`src/hdl/ddcf_pkg.sv`:
```
// Shared constants, types and register codes of the duty-to-CAN-frame block.
package ddcf_pkg;

   localparam int SPEED_W = 32;
   localparam int TRACK_W = 20;
   localparam int SCALE_W = 32;
   localparam int ID_W = 11;
   localparam int DLC_W = 4;
   localparam int DUTY_W = 11;
   localparam int BYTE_W = 8;
   localparam int FRAME_BYTES = 8;

   localparam int CSR_INDEX_W = 3;
   localparam int CSR_DATA_W = 32;

   localparam logic [CSR_INDEX_W-1:0] REG_MOTORS_READY = 3'd0;
   localparam logic [CSR_INDEX_W-1:0] REG_HALF_TRACK = 3'd1;
   localparam logic [CSR_INDEX_W-1:0] REG_DUTY_SCALE = 3'd2;
   localparam logic [CSR_INDEX_W-1:0] REG_LEFT_ID = 3'd3;
   localparam logic [CSR_INDEX_W-1:0] REG_RIGHT_ID = 3'd4;
   localparam logic [CSR_INDEX_W-1:0] REG_FRAME_LEN = 3'd5;

   localparam logic [TRACK_W-1:0] HALF_TRACK_RESET = 20'd26214;
   localparam logic [SCALE_W-1:0] DUTY_SCALE_RESET = 32'd65536000;
   localparam logic [ID_W-1:0] LEFT_ID_RESET = 11'd1537;
   localparam logic [ID_W-1:0] RIGHT_ID_RESET = 11'd1538;
   localparam logic [DLC_W-1:0] FRAME_LEN_RESET = 4'd8;

   localparam logic [BYTE_W-1:0] SDO_COMMAND = 8'h2B;
   localparam logic [BYTE_W-1:0] OBJECT_LOW = 8'h01;
   localparam logic [BYTE_W-1:0] OBJECT_HIGH = 8'h20;
   localparam logic [BYTE_W-1:0] SUB_INDEX = 8'h00;
   localparam logic [BYTE_W-1:0] PAD_BYTE = 8'h00;

   localparam logic [9:0] DUTY_LIMIT = 10'd1000;
   localparam logic [DLC_W-1:0] DLC_MAX = 4'd8;

   localparam int CMD_DEPTH = 2;
   localparam int CMD_PTR_W = 1;
   localparam int CMD_CNT_W = 2;
   localparam int OUT_DEPTH = 4;
   localparam int OUT_PTR_W = 2;
   localparam int OUT_CNT_W = 3;

   typedef struct packed {
      logic zero;
      logic signed [SPEED_W-1:0] linear;
      logic signed [SPEED_W-1:0] angular;
   } cmd_type;

   typedef struct packed {
      logic valid;
      logic [DUTY_W-1:0] left_duty;
      logic [DUTY_W-1:0] right_duty;
   } pair_type;

   typedef struct packed {
      logic [DUTY_W-1:0] duty;
      logic last;
   } frame_type;

endpackage

```
`src/hdl/diff_drive_duty_to_can_frames.sv`:
```
// Top level: velocity command in, left and right CANopen duty frames out.
// A moving command runs the turn product and two partial products per wheel on the shared 33x33
// multiplier; a stop command goes straight to the frame pair. The datapath finishes one command
// before it takes the next.
// Up to two commands and two frame pairs wait in queues on either side of the datapath.
// Reset is synchronous: it empties both queues, zeroes stored duties, loads register defaults.
module diff_drive_duty_to_can_frames (
   input  logic clock,
   input  logic reset,
   input  logic req_push,
   output logic req_full,
   input  logic signed [ddcf_pkg::SPEED_W-1:0] req_linear_speed,
   input  logic signed [ddcf_pkg::SPEED_W-1:0] req_angular_speed,
   output logic rsp_empty,
   input  logic rsp_pop,
   output logic [ddcf_pkg::ID_W-1:0] rsp_can_id,
   output logic [ddcf_pkg::DLC_W-1:0] rsp_dlc,
   output logic [ddcf_pkg::BYTE_W-1:0] rsp_data_0,
   output logic [ddcf_pkg::BYTE_W-1:0] rsp_data_1,
   output logic [ddcf_pkg::BYTE_W-1:0] rsp_data_2,
   output logic [ddcf_pkg::BYTE_W-1:0] rsp_data_3,
   output logic [ddcf_pkg::BYTE_W-1:0] rsp_data_4,
   output logic [ddcf_pkg::BYTE_W-1:0] rsp_data_5,
   output logic [ddcf_pkg::BYTE_W-1:0] rsp_data_6,
   output logic [ddcf_pkg::BYTE_W-1:0] rsp_data_7,
   output logic rsp_last_of_run,
   input  logic csr_we,
   input  logic [ddcf_pkg::CSR_INDEX_W-1:0] csr_index,
   input  logic [ddcf_pkg::CSR_DATA_W-1:0] csr_wdata
);
   import ddcf_pkg::*;

   logic motors_ready_ff;
   logic [TRACK_W-1:0] half_track_ff;
   logic [SCALE_W-1:0] duty_scale_ff;
   logic [ID_W-1:0] left_id_ff, right_id_ff;
   logic [DLC_W-1:0] frame_len_ff;

   logic cmd_valid;
   cmd_type cmd_head;
   logic cmd_pop;
   logic out_room2;
   pair_type pair_push;

   always_ff @(posedge clock) begin
      if (reset) begin
         motors_ready_ff <= 1'b0;
         half_track_ff <= HALF_TRACK_RESET;
         duty_scale_ff <= DUTY_SCALE_RESET;
         left_id_ff <= LEFT_ID_RESET;
         right_id_ff <= RIGHT_ID_RESET;
         frame_len_ff <= FRAME_LEN_RESET;
      end else if (csr_we) begin
         unique case (csr_index)
            REG_MOTORS_READY: motors_ready_ff <= csr_wdata[0];
            REG_HALF_TRACK: half_track_ff <= csr_wdata[TRACK_W-1:0];
            REG_DUTY_SCALE: duty_scale_ff <= csr_wdata[SCALE_W-1:0];
            REG_LEFT_ID: left_id_ff <= csr_wdata[ID_W-1:0];
            REG_RIGHT_ID: right_id_ff <= csr_wdata[ID_W-1:0];
            REG_FRAME_LEN: frame_len_ff <= csr_wdata[DLC_W-1:0];
            default: begin
            end
         endcase
      end
   end

   ddcf_front u_front (
      .clock(clock),
      .reset(reset),
      .req_push(req_push),
      .req_full(req_full),
      .req_linear_speed(req_linear_speed),
      .req_angular_speed(req_angular_speed),
      .motors_ready(motors_ready_ff),
      .cmd_valid(cmd_valid),
      .cmd_head(cmd_head),
      .cmd_pop(cmd_pop)
   );

   ddcf_back u_back (
      .clock(clock),
      .reset(reset),
      .cmd_valid(cmd_valid),
      .cmd_head(cmd_head),
      .cmd_pop(cmd_pop),
      .half_track_width(half_track_ff),
      .duty_scale(duty_scale_ff),
      .out_room2(out_room2),
      .pair_push(pair_push)
   );

   ddcf_out u_out (
      .clock(clock),
      .reset(reset),
      .pair_push(pair_push),
      .out_room2(out_room2),
      .left_node_id(left_id_ff),
      .right_node_id(right_id_ff),
      .frame_length(frame_len_ff),
      .rsp_empty(rsp_empty),
      .rsp_pop(rsp_pop),
      .rsp_can_id(rsp_can_id),
      .rsp_dlc(rsp_dlc),
      .rsp_data_0(rsp_data_0),
      .rsp_data_1(rsp_data_1),
      .rsp_data_2(rsp_data_2),
      .rsp_data_3(rsp_data_3),
      .rsp_data_4(rsp_data_4),
      .rsp_data_5(rsp_data_5),
      .rsp_data_6(rsp_data_6),
      .rsp_data_7(rsp_data_7),
      .rsp_last_of_run(rsp_last_of_run)
   );

`ifndef SYNTHESIS
   // A left frame is always followed by its right frame.
   a_pair_follows: assert property (@(posedge clock) disable iff (reset)
      rsp_pop && !rsp_empty && !rsp_last_of_run |=> !rsp_empty && rsp_last_of_run)
      else $error("right frame missing after left frame beat");

   // After a right frame, the next waiting frame opens a new pair.
   a_pair_starts: assert property (@(posedge clock) disable iff (reset)
      rsp_pop && !rsp_empty && rsp_last_of_run |=> rsp_empty || !rsp_last_of_run)
      else $error("frame pair does not start with a left frame beat");

   // The datapath only hands over a pair when the result queue has room for both frames.
   a_room: assert property (@(posedge clock) disable iff (reset)
      pair_push.valid |=> !rsp_empty)
      else $error("frame pair lost on push");
`endif

endmodule

```
`src/hdl/ddcf_front.sv`:
```
// Front end: accepts velocity commands, drops them while the drives are not ready, queues them.
module ddcf_front (
   input  logic clock,
   input  logic reset,
   input  logic req_push,
   output logic req_full,
   input  logic signed [ddcf_pkg::SPEED_W-1:0] req_linear_speed,
   input  logic signed [ddcf_pkg::SPEED_W-1:0] req_angular_speed,
   input  logic motors_ready,
   output logic cmd_valid,
   output ddcf_pkg::cmd_type cmd_head,
   input  logic cmd_pop
);
   import ddcf_pkg::*;

   cmd_type entry_ff [CMD_DEPTH];
   cmd_type entry_in [CMD_DEPTH];
   logic [CMD_PTR_W-1:0] wptr_ff, wptr_in, rptr_ff, rptr_in;
   logic [CMD_CNT_W-1:0] count_ff, count_in;
   logic store;
   logic take;

   assign req_full = (count_ff == CMD_CNT_W'(CMD_DEPTH));
   assign cmd_valid = (count_ff != '0);
   assign cmd_head = entry_ff[rptr_ff];
   assign store = req_push && !req_full && motors_ready;
   assign take = cmd_pop && cmd_valid;

   always_comb begin
      entry_in = entry_ff;
      wptr_in = wptr_ff;
      rptr_in = rptr_ff;
      count_in = count_ff;
      if (store) begin
         entry_in[wptr_ff].zero = (req_linear_speed == '0) && (req_angular_speed == '0);
         entry_in[wptr_ff].linear = req_linear_speed;
         entry_in[wptr_ff].angular = req_angular_speed;
         wptr_in = wptr_ff + 1'b1;
      end
      if (take) begin
         rptr_in = rptr_ff + 1'b1;
      end
      if (store && !take) begin
         count_in = count_ff + 1'b1;
      end else if (take && !store) begin
         count_in = count_ff - 1'b1;
      end
   end

   always_ff @(posedge clock) begin
      entry_ff <= entry_in;
      if (reset) begin
         wptr_ff <= '0;
         rptr_ff <= '0;
         count_ff <= '0;
      end else begin
         wptr_ff <= wptr_in;
         rptr_ff <= rptr_in;
         count_ff <= count_in;
      end
   end

endmodule

```
`src/hdl/ddcf_back.sv`:
```
// Back end: wheel speeds, duty scaling on one shared multiplier, change detection.
module ddcf_back (
   input  logic clock,
   input  logic reset,
   input  logic cmd_valid,
   input  ddcf_pkg::cmd_type cmd_head,
   output logic cmd_pop,
   input  logic [ddcf_pkg::TRACK_W-1:0] half_track_width,
   input  logic [ddcf_pkg::SCALE_W-1:0] duty_scale,
   input  logic out_room2,
   output ddcf_pkg::pair_type pair_push
);
   import ddcf_pkg::*;

   localparam logic [2:0] ST_IDLE = 3'd0;
   localparam logic [2:0] ST_TURN = 3'd1;
   localparam logic [2:0] ST_SPEED = 3'd2;
   localparam logic [2:0] ST_ABS = 3'd3;
   localparam logic [2:0] ST_MHI = 3'd4;
   localparam logic [2:0] ST_MLO = 3'd5;
   localparam logic [2:0] ST_QUO = 3'd6;
   localparam logic [2:0] ST_EMIT = 3'd7;

   logic [2:0] state_ff, state_in;
   cmd_type cmd_ff, cmd_in;
   logic [63:0] prod_ff, prod_in;
   logic [52:0] hi_ff, hi_in;
   logic signed [52:0] spd_l_ff, spd_l_in, spd_r_ff, spd_r_in;
   logic [52:0] mag_l_ff, mag_l_in, mag_r_ff, mag_r_in;
   logic neg_l_ff, neg_l_in, neg_r_ff, neg_r_in;
   logic side_ff, side_in;
   logic [DUTY_W-1:0] duty_l_ff, duty_l_in, duty_r_ff, duty_r_in;
   logic [DUTY_W-1:0] prev_l_ff, prev_l_in, prev_r_ff, prev_r_in;

   logic signed [32:0] mul_a, mul_b;
   logic signed [65:0] mul_p;
   logic signed [52:0] base_x, turn_x;
   logic [52:0] mag_sel;
   logic neg_sel;
   logic [53:0] sum;
   logic [37:0] quo;
   logic [9:0] sat;
   logic [DUTY_W-1:0] duty;
   logic unchanged;

   assign mag_sel = side_ff ? mag_r_ff : mag_l_ff;
   assign neg_sel = side_ff ? neg_r_ff : neg_l_ff;

   always_comb begin
      unique case (state_ff)
         ST_TURN: begin
            mul_a = {cmd_ff.angular[SPEED_W-1], cmd_ff.angular};
            mul_b = {13'd0, half_track_width};
         end
         ST_MHI: begin
            mul_a = {12'd0, mag_sel[52:32]};
            mul_b = {1'b0, duty_scale};
         end
         default: begin
            mul_a = {1'b0, mag_sel[31:0]};
            mul_b = {1'b0, duty_scale};
         end
      endcase
   end

   assign mul_p = mul_a * mul_b;
   assign base_x = {{5{cmd_ff.linear[SPEED_W-1]}}, cmd_ff.linear, 16'd0};
   assign turn_x = {prod_ff[51], prod_ff[51:0]};
   assign sum = {1'b0, hi_ff} + {22'd0, prod_ff[63:32]};
   assign quo = sum[53:16];
   assign sat = (quo > 38'(DUTY_LIMIT)) ? DUTY_LIMIT : quo[9:0];
   assign duty = neg_sel ? (DUTY_W'(0) - {1'b0, sat}) : {1'b0, sat};
   assign unchanged = !cmd_ff.zero && (duty_l_ff == prev_l_ff) && (duty_r_ff == prev_r_ff);

   assign cmd_pop = (state_ff == ST_IDLE) && cmd_valid;
   assign pair_push.valid = (state_ff == ST_EMIT) && !unchanged && out_room2;
   assign pair_push.left_duty = duty_l_ff;
   assign pair_push.right_duty = duty_r_ff;

   always_comb begin
      state_in = state_ff;
      cmd_in = cmd_ff;
      prod_in = prod_ff;
      hi_in = hi_ff;
      spd_l_in = spd_l_ff;
      spd_r_in = spd_r_ff;
      mag_l_in = mag_l_ff;
      mag_r_in = mag_r_ff;
      neg_l_in = neg_l_ff;
      neg_r_in = neg_r_ff;
      side_in = side_ff;
      duty_l_in = duty_l_ff;
      duty_r_in = duty_r_ff;
      prev_l_in = prev_l_ff;
      prev_r_in = prev_r_ff;
      unique case (state_ff)
         ST_IDLE: begin
            if (cmd_valid) begin
               cmd_in = cmd_head;
               if (cmd_head.zero) begin
                  duty_l_in = '0;
                  duty_r_in = '0;
                  state_in = ST_EMIT;
               end else begin
                  state_in = ST_TURN;
               end
            end
         end
         ST_TURN: begin
            prod_in = mul_p[63:0];
            state_in = ST_SPEED;
         end
         ST_SPEED: begin
            spd_l_in = base_x - turn_x;
            spd_r_in = base_x + turn_x;
            state_in = ST_ABS;
         end
         ST_ABS: begin
            neg_l_in = spd_l_ff[52];
            neg_r_in = spd_r_ff[52];
            mag_l_in = spd_l_ff[52] ? (53'd0 - spd_l_ff) : spd_l_ff;
            mag_r_in = spd_r_ff[52] ? (53'd0 - spd_r_ff) : spd_r_ff;
            side_in = 1'b0;
            state_in = ST_MHI;
         end
         ST_MHI: begin
            prod_in = mul_p[63:0];
            state_in = ST_MLO;
         end
         ST_MLO: begin
            hi_in = prod_ff[52:0];
            prod_in = mul_p[63:0];
            state_in = ST_QUO;
         end
         ST_QUO: begin
            if (side_ff) begin
               duty_r_in = duty;
               state_in = ST_EMIT;
            end else begin
               duty_l_in = duty;
               side_in = 1'b1;
               state_in = ST_MHI;
            end
         end
         ST_EMIT: begin
            if (unchanged) begin
               state_in = ST_IDLE;
            end else if (out_room2) begin
               if (!cmd_ff.zero) begin
                  prev_l_in = duty_l_ff;
                  prev_r_in = duty_r_ff;
               end
               state_in = ST_IDLE;
            end
         end
         default: begin
            state_in = ST_IDLE;
         end
      endcase
   end

   always_ff @(posedge clock) begin
      cmd_ff <= cmd_in;
      prod_ff <= prod_in;
      hi_ff <= hi_in;
      spd_l_ff <= spd_l_in;
      spd_r_ff <= spd_r_in;
      mag_l_ff <= mag_l_in;
      mag_r_ff <= mag_r_in;
      neg_l_ff <= neg_l_in;
      neg_r_ff <= neg_r_in;
      side_ff <= side_in;
      duty_l_ff <= duty_l_in;
      duty_r_ff <= duty_r_in;
      if (reset) begin
         state_ff <= ST_IDLE;
         prev_l_ff <= '0;
         prev_r_ff <= '0;
      end else begin
         state_ff <= state_in;
         prev_l_ff <= prev_l_in;
         prev_r_ff <= prev_r_in;
      end
   end

endmodule

```
`src/hdl/ddcf_out.sv`:
```
// Result queue of frame pairs and formatting of the SDO-write frame bytes.
module ddcf_out (
   input  logic clock,
   input  logic reset,
   input  ddcf_pkg::pair_type pair_push,
   output logic out_room2,
   input  logic [ddcf_pkg::ID_W-1:0] left_node_id,
   input  logic [ddcf_pkg::ID_W-1:0] right_node_id,
   input  logic [ddcf_pkg::DLC_W-1:0] frame_length,
   output logic rsp_empty,
   input  logic rsp_pop,
   output logic [ddcf_pkg::ID_W-1:0] rsp_can_id,
   output logic [ddcf_pkg::DLC_W-1:0] rsp_dlc,
   output logic [ddcf_pkg::BYTE_W-1:0] rsp_data_0,
   output logic [ddcf_pkg::BYTE_W-1:0] rsp_data_1,
   output logic [ddcf_pkg::BYTE_W-1:0] rsp_data_2,
   output logic [ddcf_pkg::BYTE_W-1:0] rsp_data_3,
   output logic [ddcf_pkg::BYTE_W-1:0] rsp_data_4,
   output logic [ddcf_pkg::BYTE_W-1:0] rsp_data_5,
   output logic [ddcf_pkg::BYTE_W-1:0] rsp_data_6,
   output logic [ddcf_pkg::BYTE_W-1:0] rsp_data_7,
   output logic rsp_last_of_run
);
   import ddcf_pkg::*;

   frame_type entry_ff [OUT_DEPTH];
   frame_type entry_in [OUT_DEPTH];
   logic [OUT_PTR_W-1:0] wptr_ff, wptr_in, rptr_ff, rptr_in;
   logic [OUT_CNT_W-1:0] count_ff, count_in;
   logic take;
   frame_type head;
   logic [DLC_W-1:0] dlc;
   logic [15:0] duty16;
   logic [BYTE_W-1:0] raw [FRAME_BYTES];
   logic [BYTE_W-1:0] data [FRAME_BYTES];

   assign rsp_empty = (count_ff == '0);
   assign out_room2 = (count_ff <= OUT_CNT_W'(OUT_DEPTH - 2));
   assign take = rsp_pop && !rsp_empty;

   always_comb begin
      entry_in = entry_ff;
      wptr_in = wptr_ff;
      rptr_in = rptr_ff;
      count_in = count_ff;
      if (pair_push.valid) begin
         entry_in[wptr_ff].duty = pair_push.left_duty;
         entry_in[wptr_ff].last = 1'b0;
         entry_in[OUT_PTR_W'(wptr_ff + 1'b1)].duty = pair_push.right_duty;
         entry_in[OUT_PTR_W'(wptr_ff + 1'b1)].last = 1'b1;
         wptr_in = wptr_ff + OUT_PTR_W'(2);
      end
      if (take) begin
         rptr_in = rptr_ff + 1'b1;
      end
      if (pair_push.valid && take) begin
         count_in = count_ff + 1'b1;
      end else if (pair_push.valid) begin
         count_in = count_ff + OUT_CNT_W'(2);
      end else if (take) begin
         count_in = count_ff - 1'b1;
      end
   end

   always_ff @(posedge clock) begin
      entry_ff <= entry_in;
      if (reset) begin
         wptr_ff <= '0;
         rptr_ff <= '0;
         count_ff <= '0;
      end else begin
         wptr_ff <= wptr_in;
         rptr_ff <= rptr_in;
         count_ff <= count_in;
      end
   end

   assign head = entry_ff[rptr_ff];
   assign dlc = (frame_length > DLC_MAX) ? DLC_MAX : frame_length;
   assign duty16 = {{(16 - DUTY_W){head.duty[DUTY_W-1]}}, head.duty};

   always_comb begin
      raw[0] = SDO_COMMAND;
      raw[1] = OBJECT_LOW;
      raw[2] = OBJECT_HIGH;
      raw[3] = SUB_INDEX;
      raw[4] = duty16[7:0];
      raw[5] = duty16[15:8];
      raw[6] = PAD_BYTE;
      raw[7] = PAD_BYTE;
      for (int i = 0; i < FRAME_BYTES; i++) begin
         data[i] = (DLC_W'(i) < dlc) ? raw[i] : '0;
      end
   end

   assign rsp_can_id = head.last ? right_node_id : left_node_id;
   assign rsp_dlc = dlc;
   assign rsp_data_0 = data[0];
   assign rsp_data_1 = data[1];
   assign rsp_data_2 = data[2];
   assign rsp_data_3 = data[3];
   assign rsp_data_4 = data[4];
   assign rsp_data_5 = data[5];
   assign rsp_data_6 = data[6];
   assign rsp_data_7 = data[7];
   assign rsp_last_of_run = head.last;

endmodule

```
`config.mk`:
```
export PLATFORM = sky130hd
export DESIGN_NAME = diff_drive_duty_to_can_frames
export DESIGN_NICKNAME = d
export VERILOG_FILES = /design/src/hdl/ddcf_pkg.sv /design/src/hdl/diff_drive_duty_to_can_frames.sv /design/src/hdl/ddcf_front.sv /design/src/hdl/ddcf_back.sv /design/src/hdl/ddcf_out.sv
export SDC_FILE = /design/constraint.sdc
export NUM_CORES = 2
export LEC_CHECK = 0
export ABC_AREA = 1
export BUFFER_PORTS_ARGS = -buffer_cell sky130_fd_sc_hd__buf_4
export CORE_ASPECT_RATIO = 0.6
export CORE_MARGIN = 10
export CORE_UTILIZATION = 30
export CTS_CLUSTER_DIAMETER = 200
export DETAILED_ROUTE_END_ITERATION = 6
export HOLD_SLACK_MARGIN = 0.12
export PLACE_DENSITY_LB_ADDON = 0.1
export SYNTH_ARGS = -nofsm -noshare
export SYNTH_HDL_FRONTEND = slang
export SYNTH_SLANG_ARGS = --single-unit
```
`constraint.sdc`:
```
create_clock -name clock -period 14.9 [get_ports clock]
set_clock_uncertainty 0.05 [all_clocks]
set_input_delay 1.49 -clock clock [delete_from_list [all_inputs] [get_ports clock]]
set_output_delay 1.49 -clock clock [all_outputs]
set_load 0.03 [all_outputs]
```
==> results.sh <==
export IMPL_status="finished, final reports clean"
export IMPL_grt_antenna_before_repair=21
export IMPL_viasPerCell=4.83
export IMPL_crit_fanout=26
export IMPL_path_class="reg2reg"
export IMPL_tightest_slew_ns=1.42
export IMPL_rsz0062_at_grt="no"
export IMPL_synthTopCellsByArea="fa_1, edfxtp_1, inv_1"
export IMPL_io_buffers=143
export IMPL_routedWlPerCell_um=25.0
export IMPL_drt_iter0_markers=5657
export IMPL_fmax_ghz=0.0858
export IMPL_cts_tree="yes"
export IMPL_grt_use_total_pct=21.7
export IMPL_hold_buffers=0
export IMPL_grt_overflow_total=0
export IMPL_hold_viol=0
export IMPL_yosysSeqAreaShare_pct=27.6
export IMPL_ctsResizeCount=0
export IMPL_die_w_um=654
export IMPL_drv_cap=0
export IMPL_layout_common_cells="inv_1, nand2_1, nor2_1, fa_1, edfxtp_1"
export IMPL_slew_violations=0
export IMPL_min_period_ns=11.66
export IMPL_post_cts_buffers=0
export IMPL_crit_arrival_ns=12.01
export IMPL_finalSetupTns_ns=0
export IMPL_ys_ff_latch=705
export IMPL_io_pins=186
export IMPL_yosys_warnings=0
export IMPL_synth_edff_count=591
export IMPL_numCtsBuffers=78
export IMPL_syn_inst=8213
export IMPL_htreeDepth=3
export IMPL_cts_clk_slew_worst_paths_ns=0.06
export IMPL_initial_core_util_pct=30.2
export IMPL_yosysUniqueCellTypes=63
export IMPL_gp_congestion=0.932
export IMPL_required_ns=15.25
export IMPL_clockRootBuffer="clkbuf_16"
export IMPL_synthFlopType="edfxtp_1"
export IMPL_grt_pass1_vias=56200
export IMPL_synth_top_cell_by_area="fa_1"
export IMPL_clock_path_buffers=3
export IMPL_syn_avg_cell_area_um2=8.82
export IMPL_fillers=25300
export IMPL_path_common_cell="inv_1"
export IMPL_finalSetupViolCount=0
export IMPL_drtPass1Iterations=5
export IMPL_num_rows=139
export IMPL_drive_gt1_share_pct=6.44
export IMPL_max_stage_delay_ns=0.70
export IMPL_slew_headroom_pct=4.19
export IMPL_vias=55800
export IMPL_period_share_pct=78.2
export IMPL_cts_sinks=705
export IMPL_synth_area_um2=72500
export IMPL_drc=0
export IMPL_fin_util_pct=33.4
export IMPL_cpMaxStageDelayCell="inv_1"
export IMPL_dieArea_um2=262000
export IMPL_grt_pass1_wl_mm=414
export IMPL_hp_class="reg2reg"
export IMPL_die_h_um=401
export IMPL_final_nets=9823
export IMPL_ant_nets=0
export IMPL_end_kind="register"
export IMPL_drt_wl_total_mm=289
export IMPL_synth_top_cell_area_share_pct=30.2
export IMPL_syn_to_final_growth_pct=10.5
export IMPL_synth_async_reset_ratio_pct=0
export IMPL_insertion_delay_ns=0.70
export IMPL_core_um2=240000
export IMPL_hpwl_mm=239
export IMPL_critPathLaunchType="register"
export IMPL_grt_max_degree=83
export IMPL_layout_commonest_cell="inv_1"
-- kinds of logic (layout without fill, tap and decap cells) --
kind of cell	count (synthesis)	count (layout)	share of synthesized area (%)
simple gates	3099	3099	17.3
buf+inv	2026	2138	10.8
fa+ha+maj	1393	1393	35.4
compound gates	712	712	5.55
flops	705	705	27.6
xor+xnor	276	276	3.34
other cells	2	63	0.0104
-- area by class of cell --
type	count	area (µm²)	share of cell area, %
diodes	1	2.50	0.00312
clock buffers	98	2090	2.61
clock inverters	41	457	0.570
inverters	1708	6410	8.01
multi-input cells	5542	44900	56.1
flip-flops and latches	705	20000	25.0
well taps	3172	3970	4.96
repair buffers	291	2180	2.73
-- through the flow --
step                      hold WS [ns]  worst slack, ns  instances  cell area [µm²]
after global routing             0.426             2.74      11600            80100
after global placement           0.385             3.38      11400            77500
after detailed placement         0.392             3.48      11400            77500
after floorplan                  0.374             6.18       8273            72700
after CTS                        0.402             3.45      11600            80100
final                            0.399             3.24      11600            80100
-- sequential cells by signal (all words and copies together), names as in the netlist, 44 cells and up --
register,flops
u_back.hi_ff,53
u_back.mag_l_ff,52
u_back.mag_r_ff,53
u_back.prod_ff,64
u_back.spd_l_ff,52
u_back.spd_r_ff,53
u_front.entry_ff,130
u_out.entry_ff,44
-- final timing paths --
path                       from  slack, ns                 end  cells past startpoint
max          u_back.state_ff[0]       3.24  u_back.prod_ff[56]                     40
min               left_id_ff[6]       0.40       left_id_ff[6]                      2
max reg2reg  u_back.state_ff[0]       3.24  u_back.prod_ff[56]                     40
min reg2reg       left_id_ff[6]       0.40       left_id_ff[6]                      2
-- synthesized netlist by cell type (39+ instances only) --
| master | n |
|---|---|
| nand3_1 | 165 |
| nand2_1 | 1476 |
| edfxtp_1 | 591 |
| xnor2_1 | 79 |
| o21ai_0 | 229 |
| fa_1 | 1094 |
| nor2_1 | 1234 |
| ha_1 | 299 |
| inv_1 | 1686 |
| nor4_1 | 39 |
| dfxtp_1 | 114 |
| clkbuf_1 | 216 |
| nand4_1 | 42 |
| xor2_1 | 197 |
| buf_4 | 52 |
| a21oi_1 | 297 |
-- critical path: cells and delay by family (launching register included) --
family          cells  cell delay [ns]
buf+inv            13             2.14
simple gates       10             2.26
xor+xnor            1             0.48
compound gates      7             1.51
fa+ha+maj           9             4.50
flops               1             0.38
-- per-layer routing --
| metal | wire length [µm] | global-route usage [%] | vias to the layer above | share of wire (%) |
|---|---|---|---|---|
| met5 | 60 | 0 | - | 0.021 |
| met4 | 4090 | 2.74 | 8 | 1.4 |
| met2 | 102000 | 26.5 | 2109 | 35 |
| li1 | - | - | 25100 | - |
| met1 | 150000 | 35.8 | 28400 | 52 |
| met3 | 32700 | 7.62 | 206 | 11 |
Power is left out: the tool's default activity adds up to more than one toggle a clock period on the data nets, which glitch-free logic cannot reach.
